--- config.mk ---
export PLATFORM = sky130hd
export DESIGN_NAME = double_ended_queue
export DESIGN_NICKNAME = d
export VERILOG_FILES = /design/src/rtl/deq_pkg.sv /design/src/rtl/double_ended_queue.sv /design/src/rtl/deq_cell.sv
export SDC_FILE = /design/constraint.sdc
export NUM_CORES = 1
export LEC_CHECK = 0
export BUFFER_PORTS_ARGS = -buffer_cell sky130_fd_sc_hd__buf_2
export CAP_MARGIN = 25
export CORE_MARGIN = 4
export CORE_UTILIZATION = 23
export CTS_CLUSTER_SIZE = 12
export DETAILED_ROUTE_END_ITERATION = 12
export GPL_TIMING_DRIVEN = 0
export PLACE_DENSITY = 0.35
export SLEW_MARGIN = 20
export SYNTH_ARGS = -nofsm -noshare
export SYNTH_HDL_FRONTEND = slang
export SYNTH_SLANG_ARGS = --single-unit
--- constraint.sdc ---
create_clock -name aclk -period 13.1 [get_ports aclk]
set_clock_uncertainty 0.1 [all_clocks]
set_input_delay 1.31 -clock aclk [delete_from_list [all_inputs] [get_ports aclk]]
set_output_delay 1.31 -clock aclk [all_outputs]
set_load 0.1 [all_outputs]
--- src/rtl/deq_pkg.sv ---
// Shared types and constants for the double-ended queue.
package deq_pkg;

    localparam int DEPTH = 16;
    localparam int CNT_W = $clog2(DEPTH + 1);
    localparam int IDX_W = $clog2(DEPTH);
    localparam int DATA_W = 32;

    typedef logic signed [DATA_W-1:0] data_t;
    typedef logic [CNT_W-1:0]         count_t;
    typedef logic [IDX_W-1:0]         idx_t;

    typedef enum logic [2:0] {
        MODE_PUSH_BACK  = 3'd0,
        MODE_PUSH_FRONT = 3'd1,
        MODE_POP_FRONT  = 3'd2,
        MODE_POP_BACK   = 3'd3,
        MODE_LIST       = 3'd4
    } mode_t;

    typedef enum logic [1:0] {
        STATUS_DONE  = 2'd0,
        STATUS_EMPTY = 2'd1,
        STATUS_FULL  = 2'd2
    } status_t;

    // Operation broadcast to every cell of the chain.
    typedef enum logic [2:0] {
        CELL_HOLD,
        CELL_SHIFT_RIGHT,
        CELL_SHIFT_LEFT,
        CELL_PUSH_BACK,
        CELL_POP_BACK,
        CELL_ROTATE
    } cell_op_t;

    typedef struct packed {
        cell_op_t op;
        data_t    push_data;
        data_t    head_data;
    } cell_ctl_t;

    typedef enum logic {
        ST_IDLE,
        ST_LIST
    } state_t;

endpackage

--- src/rtl/double_ended_queue.sv ---
// Top level of the bounded double-ended queue built as a chain of cells.
// A push, pop or empty-list result is registered and shows in the cycle after its transaction.
// Push and pop take a new transaction once their result is taken; a list holds the input until its last result loads.
// A list enters its state, then streams N results, one per cycle, by
// rotating the chain; a stalled result holds everything. Undefined modes yield nothing.
// Reset (synchronous, aresetn low) empties the chain and drops any pending result.
module double_ended_queue (
    input  logic                 aclk,
    input  logic                 aresetn,
    input  logic                 s_valid,
    output logic                 s_ready,
    input  logic [2:0]           s_mode,
    input  deq_pkg::data_t       s_value,
    output logic                 m_valid,
    input  logic                 m_ready,
    output logic [1:0]           m_status,
    output deq_pkg::data_t       m_value_out,
    output logic                 m_last,
    output deq_pkg::count_t      m_occupancy
);
    import deq_pkg::*;

    // Chain storage, cell 0 is the front of the deque.
    data_t     cell_data  [DEPTH];
    logic      cell_valid [DEPTH];
    data_t     cell_tail  [DEPTH];
    cell_ctl_t ctl;
    cell_op_t  op;
    data_t     tail_value;

    // Control and output registers.
    state_t  state_reg, state_next;
    count_t  count_reg, count_next;
    idx_t    list_idx_reg, list_idx_next;
    logic    m_valid_reg, m_valid_next;
    status_t m_status_reg, m_status_next;
    data_t   m_value_reg, m_value_next;
    logic    m_last_reg, m_last_next;
    count_t  m_occ_reg, m_occ_next;

    logic out_free;
    logic accept;
    logic load;
    logic list_last;

    // Build the chain: each cell sees its neighbors; the front sees the input value, the back a fixed empty boundary.
    genvar g;
    generate
        for (g = 0; g < DEPTH; g++) begin : g_cell
            data_t l_data, r_data;
            logic  l_valid, r_valid;
            if (g == 0) begin : g_front
                assign l_data  = s_value;
                assign l_valid = 1'b1;
            end else begin : g_mid_l
                assign l_data  = cell_data[g-1];
                assign l_valid = cell_valid[g-1];
            end
            if (g == DEPTH - 1) begin : g_back
                assign r_data  = '0;
                assign r_valid = 1'b0;
            end else begin : g_mid_r
                assign r_data  = cell_data[g+1];
                assign r_valid = cell_valid[g+1];
            end
            deq_cell u_cell (
                .aclk        (aclk),
                .aresetn     (aresetn),
                .ctl         (ctl),
                .left_data   (l_data),
                .left_valid  (l_valid),
                .right_data  (r_data),
                .right_valid (r_valid),
                .data        (cell_data[g]),
                .valid       (cell_valid[g]),
                .tail_data   (cell_tail[g])
            );
        end
    endgenerate

    // Only the tail cell drives a non-zero tail value; merge them.
    always_comb begin
        tail_value = '0;
        for (int i = 0; i < DEPTH; i++) begin
            tail_value = tail_value | cell_tail[i];
        end
    end

    assign ctl.op        = op;
    assign ctl.push_data = s_value;
    assign ctl.head_data = cell_data[0];

    // The output register is free when empty or being drained this cycle.
    assign out_free  = !m_valid_reg || m_ready;
    assign s_ready   = (state_reg == ST_IDLE) && out_free;
    assign accept    = s_valid && s_ready;
    assign list_last = (CNT_W'(list_idx_reg) == count_reg - CNT_W'(1));

    always_comb begin
        state_next    = state_reg;
        count_next    = count_reg;
        list_idx_next = list_idx_reg;
        op            = CELL_HOLD;
        load          = 1'b0;
        m_status_next = m_status_reg;
        m_value_next  = m_value_reg;
        m_last_next   = m_last_reg;

        case (state_reg)
            ST_IDLE: begin
                if (accept) begin
                    case (s_mode)
                        MODE_PUSH_BACK, MODE_PUSH_FRONT: begin
                            load         = 1'b1;
                            m_value_next = '0;
                            m_last_next  = 1'b1;
                            if (count_reg == CNT_W'(DEPTH)) begin
                                // drop the value, state unchanged
                                m_status_next = STATUS_FULL;
                            end else begin
                                m_status_next = STATUS_DONE;
                                count_next    = count_reg + CNT_W'(1);
                                op = (s_mode == MODE_PUSH_BACK) ? CELL_PUSH_BACK
                                                                : CELL_SHIFT_RIGHT;
                            end
                        end
                        MODE_POP_FRONT, MODE_POP_BACK: begin
                            load        = 1'b1;
                            m_last_next = 1'b1;
                            if (count_reg == '0) begin
                                m_status_next = STATUS_EMPTY;
                                m_value_next  = '0;
                            end else begin
                                m_status_next = STATUS_DONE;
                                count_next    = count_reg - CNT_W'(1);
                                if (s_mode == MODE_POP_FRONT) begin
                                    m_value_next = cell_data[0];
                                    op           = CELL_SHIFT_LEFT;
                                end else begin
                                    m_value_next = tail_value;
                                    op           = CELL_POP_BACK;
                                end
                            end
                        end
                        MODE_LIST: begin
                            if (count_reg == '0) begin
                                load          = 1'b1;
                                m_status_next = STATUS_EMPTY;
                                m_value_next  = '0;
                                m_last_next   = 1'b1;
                            end else begin
                                state_next    = ST_LIST;
                                list_idx_next = '0;
                            end
                        end
                        default: begin
                            // undefined mode: consume and drop
                        end
                    endcase
                end
            end
            ST_LIST: begin
                // Stream the front cell and rotate; after count steps the chain is restored.
                if (out_free) begin
                    load          = 1'b1;
                    op            = CELL_ROTATE;
                    m_status_next = STATUS_DONE;
                    m_value_next  = cell_data[0];
                    m_last_next   = list_last;
                    list_idx_next = list_idx_reg + IDX_W'(1);
                    if (list_last) begin
                        state_next = ST_IDLE;
                    end
                end
            end
            default: begin
                state_next = ST_IDLE;
            end
        endcase

        m_occ_next = load ? count_next : m_occ_reg;
        if (load) begin
            m_valid_next = 1'b1;
        end else if (m_ready) begin
            m_valid_next = 1'b0;
        end else begin
            m_valid_next = m_valid_reg;
        end
    end

    always_ff @(posedge aclk) begin
        if (!aresetn) begin
            state_reg    <= ST_IDLE;
            count_reg    <= '0;
            list_idx_reg <= '0;
            m_valid_reg  <= 1'b0;
        end else begin
            state_reg    <= state_next;
            count_reg    <= count_next;
            list_idx_reg <= list_idx_next;
            m_valid_reg  <= m_valid_next;
        end
    end

    // Hold the result payload until it is taken.
    always_ff @(posedge aclk) begin
        m_status_reg <= m_status_next;
        m_value_reg  <= m_value_next;
        m_last_reg   <= m_last_next;
        m_occ_reg    <= m_occ_next;
    end

    assign m_valid     = m_valid_reg;
    assign m_status    = m_status_reg;
    assign m_value_out = m_value_reg;
    assign m_last      = m_last_reg;
    assign m_occupancy = m_occ_reg;

endmodule

--- src/rtl/deq_cell.sv ---
// One storage cell of the deque chain: an element and its valid flag.
module deq_cell (
    input  logic              aclk,
    input  logic              aresetn,
    input  deq_pkg::cell_ctl_t ctl,
    input  deq_pkg::data_t    left_data,
    input  logic              left_valid,
    input  deq_pkg::data_t    right_data,
    input  logic              right_valid,
    output deq_pkg::data_t    data,
    output logic              valid,
    output deq_pkg::data_t    tail_data
);
    import deq_pkg::*;

    data_t data_reg, data_next;
    logic  valid_reg, valid_next;
    logic  is_tail;
    logic  is_first_free;

    assign is_tail       = valid_reg & ~right_valid;
    assign is_first_free = ~valid_reg & left_valid;

    always_comb begin
        data_next  = data_reg;
        valid_next = valid_reg;
        case (ctl.op)
            CELL_HOLD: begin
            end
            CELL_SHIFT_RIGHT: begin
                data_next  = left_data;
                valid_next = left_valid;
            end
            CELL_SHIFT_LEFT: begin
                data_next  = right_data;
                valid_next = right_valid;
            end
            CELL_PUSH_BACK: begin
                if (is_first_free) begin
                    data_next  = ctl.push_data;
                    valid_next = 1'b1;
                end
            end
            CELL_POP_BACK: begin
                if (is_tail) begin
                    valid_next = 1'b0;
                end
            end
            CELL_ROTATE: begin
                // the tail wraps the head element around
                if (valid_reg) begin
                    data_next = is_tail ? ctl.head_data : right_data;
                end
            end
            default: begin
            end
        endcase
    end

    always_ff @(posedge aclk) begin
        if (!aresetn) begin
            valid_reg <= 1'b0;
        end else begin
            valid_reg <= valid_next;
        end
    end

    always_ff @(posedge aclk) begin
        data_reg <= data_next;
    end

    assign data      = data_reg;
    assign valid     = valid_reg;
    assign tail_data = is_tail ? data_reg : '0;

endmodule

Yosys cells after proc, flatten, opt, wreduce, memory -nomap -nowiden
Index checks and enable logic that the tools add are counted.

Reductions and logical operators: 51. Add/sub/neg operators: 3. Bitwise operators: 46. Muxes and demuxes: 175. Equality and inequality tests: 66.

Operators by type and width (count): $mux 32 (68); $pmux 32 s4 (16); $or 32x32->32 (15); $ne 2x1->1 const B (48); $pmux 32 s3 (1); $reduce_and 3->1 (29); $pmux 32 s2 (1); $pmux 1 s4 (14); $mux 1 (44); $mux 5 (4); $mux 4 (4); $not 1->1 (16); $reduce_and 4->1 (4); $and 1x1->1 (15); $eq 3x2->1 const B (4); $mux 2 (6); $mux 3 (4); $pmux 3 s2 (2); $pmux 1 s2 (5); $pmux 5 s2 (1); $eq 3x3->1 const B (3); $ne 2x2->1 const B (4); $pmux 4 s2 (1); $reduce_bool 4->1 (2); 22 further kinds (30).

Logic and storage cells: 381. Bits in registers: 579. Output and inout bits: 42. Input port bits: 39.

Depth between registers and ports, before layout
Gate-level depths: netlist (run 1).

Depth in word-level cells: 23. Mapped depth: 11.

Modules after synthesis
From an unflattened synthesis (run 1), not the netlist that was laid out.

Cell total of the unflattened synthesis: 4113. Area, all modules: 47588.1 µm².

By module, submodules not included: deq_cell (times used 16, cells an instance 230, seq. area each 980.9 µm², area each 2740.1 µm²); double_ended_queue (times used 1, cells an instance 433, seq. area each 1421.4 µm², area each 3746.1 µm²).

Least setup slack after synthesis (run 1)
OpenSTA, ideal clock, no wires.

Path type: input -> register. Start: input m_ready. End: register g_cell[0].u_cell.data_reg[0], enable pin. Stages on the path: 8. Path buffers: 4. Library setup time: 0.470 ns. Setup slack: 7.476 ns. Data arrival time: 5.054 ns. Cells stage by stage: nand2b_1 buf_2 nand2_1 clkbuf_1 buf_2 buf_1 a21oi_1 a211oi_1.

Longest elaborated chain between the ends: 8.

Ends and longest elaborated chain: start, declared (line double_ended_queue.sv:15) `input logic m_ready,`; $logic_or 1x1->1 (*) (line double_ended_queue.sv:94) `assign out_free = !m_valid_reg || m_ready;`; $logic_and 1x1->1 (line double_ended_queue.sv:95) `assign s_ready = (state_reg == ST_IDLE) && out_free;`; $logic_and 1x1->1 (line double_ended_queue.sv:96) `assign accept = s_valid && s_ready;`; $mux 3 (line double_ended_queue.sv:111) `if (accept) begin`; $pmux 3 s2 (*) (line double_ended_queue.sv:109) `case (state_reg)`; $eq 3x3->1, or another cell as far along (line deq_cell.sv:27) `case (ctl.op)`; $ne 2x1->1 (no source line), or another cell as far along; $reduce_and 4->1 (no source line) (*); end signal, assigned (line deq_cell.sv:69) `data_reg <= data_next;`; end, declared (line deq_cell.sv:16) `data_t data_reg, data_next;`.

Mark *: on every way between the ends. The rest lies on a longest branch, timed or not. A chain may end at the register's enable or synchronous reset.

Worst setup path after layout (run 1)
Start: register g_cell[2].u_cell.valid_reg. End: register g_cell[3].u_cell.data_reg[16], enable pin.

Longest elaborated chain between the ends: 3.

Ends and longest elaborated chain: start, declared (line deq_cell.sv:17) `logic valid_reg, valid_next;`; start signal, assigned (line deq_cell.sv:64) `valid_reg <= valid_next;`; $and 1x1->1 (line deq_cell.sv:22) `assign is_first_free = ~valid_reg & left_valid;`; $ne 2x1->1 (no source line); $reduce_and 3->1 (no source line); end signal, assigned (line deq_cell.sv:69); end, declared (line deq_cell.sv:16).

Every way passes these cells.

==> impl_metrics.json, run 1 <==
{
  "worst_path_largest_cell_delay_ns": 0.80,
  "max_cap_viol_count": 0,
  "avgViaCountPerCell": 6.27,
  "synth_nets": 3110,
  "setup_viol": 0,
  "maxSlewHeadroom_pct": 17.0,
  "gr-usage-all-layers_pct": 29.1,
  "wirelength_um": 220000,
  "syn_inst": 3068,
  "hold_viol": 0,
  "drt-pass1-iter-count": 6,
  "grt_overflow": 0,
  "dp.cells": 5010,
  "seq_area_mm2": 0.0171,
  "synth_edf_count": 552,
  "path_cells": "clkbuf_1 -> nor2b_1 -> clkbuf_1 -> buf_2 -> buf_2 -> o221a_4 -> buf_12",
  "path_depth": 7,
  "ir_worst_vdd_mv": 0.0883,
  "cp_slowest_cell": "clkbuf_1",
  "antenna_found_initial": 14,
  "slew_violations": 0,
  "yosys_most_used_dff": "edfxtp_1",
  "pin_count": 81,
  "min_period_over_period_pct": 36.3,
  "syn2layout_area_growth_pct": 20.6,
  "tightest_slew_ns": 1.25,
  "post_cts_buffers": 0,
  "port_buffers": 77,
  "synth_top_area_share_pct": 51.9,
  "nNetsFinal": 3343,
  "cts_resized": 0,
  "synthSimpleGateAreaFrac_pct": 9.71,
  "grt_max_degree": 24,
  "yosysTopAreaCell": "edfxtp_1",
  "hpwl_um": 145000,
  "whs_path_depth": 2,
  "synth_most_common_cell": "a22oi_1",
  "required_ns": 13.34,
  "ctsHoldBuffers": 0,
  "core_area_mm2": 0.138,
  "critPathMaxFanout": 17,
  "largest_register_ffs": 512,
  "status": "completed",
  "die_area_mm2": 0.145,
  "nFillCells": 14369,
  "synth_top_family_by_area": "compound AO/OA/AOI/OAI gates",
  "synth.area.mux_share_pct": 1.16,
  "numCtsBuffers": 77,
  "cts_root_buffer": "clkbuf_16",
  "power_density_mw_per_mm2": 135,
  "rows": 136,
  "route.detailed.drc": 0,
  "fin_tns_setup_ns": 0,
  "layout_min_cycle_time_ns": 4.75,
  "clk_latency_ns": 0.69,
  "ys_top_cells_by_count": "a22oi_1 (583), edfxtp_1 (552), nor2_1 (475), a21oi_1 (466), clkbuf_1 (247)",
  "avgSynthCellArea_um2": 10.4,
  "start_util_pct": 23.2,
  "die_height_um": 381,
  "vias": 32386,
  "finalNonFillerCells": 5163,
  "fmax_mhz": 210,
  "endpoint_kind": "register",
  "path_clk_slew_ns": 0.06,
  "reg2reg_depth": 7,
  "startpoint_type": "register",
  "ys_warn_count": 0,
  "ys_types": 60,
  "synth_area_leaders": "edfxtp_1 (52%), a22oi_1 (14%), a21oi_1 (7.3%)",
  "dpl-instance-area_mm2": 0.0361,
  "gp_congestion": 0.917,
  "grt_pass1_vias": 30220,
  "dr.first_iter.drc_count": 5402,
  "grt_setup_unrepaired": "false",
  "path_delay_family": "buffers and inverters",
  "synth_seq_cells": 579,
  "ant_nets": 0,
  "htree_levels": 3,
  "asyncSetResetFlopFracSynth_pct": 0,
  "wire_per_inst_um": 42.7,
  "grt_pass1_wl_um": 287000,
  "worstSetupPathType": "reg -> reg",
  "multi_input_area_mm2": 0.0132,
  "r2r_setup_slack_ns": 8.35,
  "cts_num_sinks": 579,
  "path_buf_inv": 5,
  "synth_seq_area_share_pct": 53.6,
  "synth_xor_area_share_pct": 0.247,
  "tritoncts": "done",
  "synth_compound_area_share_pct": 29.6,
  "drive_gt1_share_pct": 15.1,
  "leakage_nw": 12.0,
  "die_x_um": 381,
  "crit_arrival_ns": 4.99,
  "synthAdderAreaFrac_pct": 0.118,
  "hold_class": "reg -> reg",
  "cts_buffer_depth": 3,
  "final_cell_area_mm2": 0.0385,
  "netlist_area_mm2": 0.0319
}
==> power by group <==
part / switching [W] / total [W] / internal [W]
Sequential: 0.000108 / 0.00232 / 0.00221
Combinational: 0.000574 / 0.000771 / 0.000197
Clock: 0.000925 / 0.00211 / 0.00118
Total: 0.00161 / 0.00520 / 0.00359
==> stage by stage <==
stage	hold slack (ns)	util, %	total power (W)	worst slack, ns
global route	0.497	27.9	0.00532	8.49
finish	0.446	28.0	0.00520	8.35
global placement	0.434	25.1	0.00306	0.380
detailed placement	0.439	26.2	0.00309	7.94
CTS	0.447	27.9	0.00518	8.50
floorplan	0.395	-	0.00270	7.48
==> logic make-up (layout without fill, tap and decap cells) <==
family          after synthesis  after routing
other cells                   0             16
xor+xnor                      9              9
simple gates                702            702
fa+ha+maj                     3              3
buf+inv                     387            672
mux                          33             33
compound gates             1355           1355
flops                       579            579
==> cells in the final DEF (no fill, tap or decap), drive strengths merged, types with 4 or more instances in the layout <==
cell type	synthesis	final
nand2	34	34
a22o	43	43
a21oi	488	488
xnor2	7	7
a22oi	583	583
bufinv	0	4
a221o	64	64
nand3	14	14
nor2	476	476
clkbuf	248	355
nand4	35	35
edfxtp	552	552
nor2b	18	18
a211oi	10	10
mux2	33	33
dfxtp	27	27
and4	8	8
inv	8	11
o22ai	23	23
and2	37	37
and3	24	24
o31ai	15	15
diode	0	16
clkinv	0	17
nor3	41	41
o221a	15	15
a221oi	44	44
o21bai	14	14
buf	131	284
o21ai	23	23
o2bb2ai	14	14
a31oi	10	10
==> tightest hold or removal path, delay by kind of cell, from the launching register on <==
family	cells	cell delay, ns
flops	1	0.34
compound gates	2	0.15
==> path summary, 6_finish.rpt <==
kind,startpoint,endpoint
max,g_cell[2].u_cell.valid$_SDFFE_PN0P_,g_cell[3].u_cell.data[16]$_DFFE_PP_
min,list_idx_reg[1]$_SDFFE_PN0P_,list_idx_reg[1]$_SDFFE_PN0P_
max reg2reg,g_cell[2].u_cell.valid$_SDFFE_PN0P_,g_cell[3].u_cell.data[16]$_DFFE_PP_
min reg2reg,list_idx_reg[1]$_SDFFE_PN0P_,list_idx_reg[1]$_SDFFE_PN0P_
==> per-layer routing <==
layer | wire length, um | track usage [%]
met4 | 14700 | 16.8
met2 | 93500 | 42.6
met1 | 85800 | 37.2
met5 | 32 | 0
met3 | 26300 | 9.93
==> area by class of cell <==
type                            instances  share of cell area [%]
Multi-Input combinational cell       2102                    34.3
Tap cell                             1794                    5.83
Buffer                                379                    4.79
Clock inverter                         25                   0.643
Inverter                                8                  0.0780
Clock buffer                          106                    5.39
Antenna cell                           16                   0.104
Sequential cell                       579                    44.5
Timing Repair Buffer                  154                    4.41
Power figures use the tool's default switching activity.
==> inputs of run 2 (changes only) <==
--- a/config.mk
+++ b/config.mk
@@ -12,7 +12,7 @@
 export CTS_CLUSTER_SIZE = 12
 export DETAILED_ROUTE_END_ITERATION = 12
 export GPL_TIMING_DRIVEN = 0
-export PLACE_DENSITY = 0.35
+export PLACE_DENSITY = 0.36
 export SLEW_MARGIN = 20
 export SYNTH_ARGS = -nofsm -noshare
 export SYNTH_HDL_FRONTEND = slang
==> constraint.sdc (replaced) <==
create_clock -name aclk -period 4.35 [get_ports aclk]
set_clock_uncertainty 0.1 [all_clocks]
set_input_delay 0.435 -clock aclk [delete_from_list [all_inputs] [get_ports aclk]]
set_output_delay 0.435 -clock aclk [all_outputs]
set_load 0.1 [all_outputs]
==> run 2 against run 1 <==
Effect of this change:
- the flow now finishes with violations (setup timing)
- sequential power grew to 3.0 times the previous value
- fmax is 4.8% higher
- count of clock-buffer cells in the layout is 8 lower
- first-iteration DRC count is 0.19% higher
- utilization hardly changed
- die area stayed put
- non-clock buffer count is 6 higher
- setup slack worse by 8.5 ns
==> impl_metrics.json, run 2 (same netlist as run 1, synthesis figures left out) <==
{
  "core_area_mm2": 0.138,
  "final_cell_area_mm2": 0.0385,
  "seq_area_mm2": 0.0171,
  "maxSlewHeadroom_pct": 15.3,
  "hold_viol": 0,
  "route.detailed.drc": 0,
  "clk_latency_ns": 0.71,
  "htree_levels": 3,
  "max_cap_viol_count": 0,
  "start_util_pct": 23.2,
  "min_period_over_period_pct": 104,
  "syn2layout_area_growth_pct": 20.5,
  "drive_gt1_share_pct": 14.8,
  "failed_checks": "setup timing",
  "die_height_um": 381,
  "grt_pass1_wl_um": 285000,
  "avgViaCountPerCell": 6.25,
  "path_clk_slew_ns": 0.06,
  "wirelength_um": 218000,
  "reg2reg_depth": 8,
  "nFillCells": 14444,
  "power_density_mw_per_mm2": 404,
  "die_x_um": 381,
  "regToRegStartpoint": "g_cell[6].u_cell.valid$_SDFFE_PN0P_",
  "post_cts_buffers": 0,
  "slew_violations": 0,
  "mostFrequentLayoutCell": "a22oi_1",
  "timing.final.ws_setup_ns": -0.184,
  "leakage_nw": 12.0,
  "hold_start": "s_value[25]",
  "layout_min_cycle_time_ns": 4.53,
  "endpoint_kind": "register",
  "grt_overflow": 0,
  "ir_worst_vdd_mv": 0.273,
  "crit_arrival_ns": 4.82,
  "dr.first_iter.drc_count": 5412,
  "port_buffers": 77,
  "nNetsFinal": 3350,
  "cts_root_buffer": "clkbuf_16",
  "pin_count": 81,
  "rows": 136,
  "worstSetupPathType": "reg -> reg",
  "startpoint_type": "register",
  "vias": 32225,
  "required_ns": 4.63,
  "grt_max_degree": 24,
  "cts_num_sinks": 579,
  "numCtsBuffers": 78,
  "ant_nets": 0,
  "grt_setup_unrepaired": "false",
  "gp_congestion": 0.929,
  "drt-pass1-iter-count": 6,
  "grt_pass1_vias": 30345,
  "critPathMaxFanout": 11,
  "hold_slack_ns": 0.0453,
  "largest_register_ffs": 512,
  "tritoncts": "done",
  "multi_input_area_mm2": 0.0132,
  "totalPowerFinal_w": 0.0156,
  "hold_end": "g_cell[0].u_cell.data[25]$_DFFE_PP_",
  "tightest_slew_ns": 1.27,
  "die_area_mm2": 0.145,
  "setup_viol": 14,
  "hold_class": "in -> reg",
  "layout_common_cells": "a22oi_1 (583), edfxtp_1 (552), nor2_1 (472), a21oi_1 (466), clkbuf_1 (209)",
  "hpwl_um": 145000,
  "dpl-instance-area_mm2": 0.0360,
  "wire_per_inst_um": 42.3,
  "whs_path_depth": 2,
  "fmax_mhz": 221,
  "r2r_setup_slack_ns": -0.18,
  "r2r-end": "m_value_out[19]$_DFFE_PP_",
  "cts_buffer_depth": 3,
  "gr-usage-all-layers_pct": 28.8,
  "status": "complete, but fails checks",
  "antenna_found_initial": 20
}
==> run 2: cell count changes in the layout (fill, tap and decap cells not counted), sizes merged <==
cell and delta:
buf -7, clkbuf -7, clkinv +9, bufinv -1
dlygate4sd3 +12, clkinvlp -1, diode -13, inv -1
==> run 2: stage by stage <==
stage               setup TNS [ns]  util (%)  std cells  setup slack [ns]
finish                      -0.463      28.0       5154            -0.184
global route                     0      27.9       5151            0.0513
CTS                              0      27.9       5143            0.0137
detailed placement           -9.01      26.1       5002            -0.244
global placement           -791.81      25.1       4939             -3.34
floorplan                        0         -       3068             0.227
==> run 2: worst max-delay path by stage <==
stage | cells past startpoint | endpoint | startpoint
final | 8 | m_value_out[19]$_DFFE_PP_ | g_cell[6].u_cell.valid$_SDFFE_PN0P_
after CTS | 7 | g_cell[2].u_cell.data[4]$_DFFE_PP_ | g_cell[1].u_cell.valid$_SDFFE_PN0P_
after global routing | 7 | g_cell[3].u_cell.data[28]$_DFFE_PP_ | g_cell[2].u_cell.valid$_SDFFE_PN0P_
after floorplan | 8 | g_cell[0].u_cell.data[0]$_DFFE_PP_ | m_valid$_SDFFE_PN0P_
after detailed placement | 9 | m_value_out[0]$_DFFE_PP_ | g_cell[7].u_cell.valid$_SDFFE_PN0P_
after global placement | 7 | g_cell[0].u_cell.data[4]$_DFFE_PP_ | s_mode[0]
==> run 2: area by class of cell <==
cell class / count / share of cell area (%)
antenna: 3 / 0.0195
buffer: 379 / 4.80
clock buffer: 98 / 5.32
clock inverter: 31 / 0.624
inverter: 8 / 0.0780
multi-input combinational: 2102 / 34.3
sequential: 579 / 44.5
tap: 1794 / 5.83
timing repair buffer: 160 / 4.51
==> run 2: worst max-delay path: stages, from the launching register on <==
cell,delay (ns)
dfxtp_1,0.30
clkbuf_1,0.25
nor2b_1,0.19
clkbuf_1,0.78
buf_2,0.90
buf_2,0.58
a22oi_1,0.19
and3_1,0.25
a31oi_1,0.66
==> run 2: routing by layer <==
metal  vias up  share of wire [%]  track usage (%)
li1      12543                  -                -
met1     16522                 40             38.1
met2      2546                 41             41.3
met3       608                 12             8.57
met4         6                6.8             17.0
met5         -              0.020                0
==> run 2: where the power goes <==
part | switching (W) | leakage, nW | internal [W]
Sequential | 0.000323 | 5.35 | 0.00665
Clock | 0.00279 | 1.12 | 0.00348
Combinational | 0.00171 | 5.54 | 0.000592
Total | 0.00483 | 12.0 | 0.0107
==> run 2: what timing repair did <==
| action | CTS | global route |
|---|---|---|
| setup endpoints to repair | 89 | 17 |
| resized for setup | 7 | 2 |
| hold buffers | 12 | 0 |
| endpoints found under the hold margin | 12 | 0 |
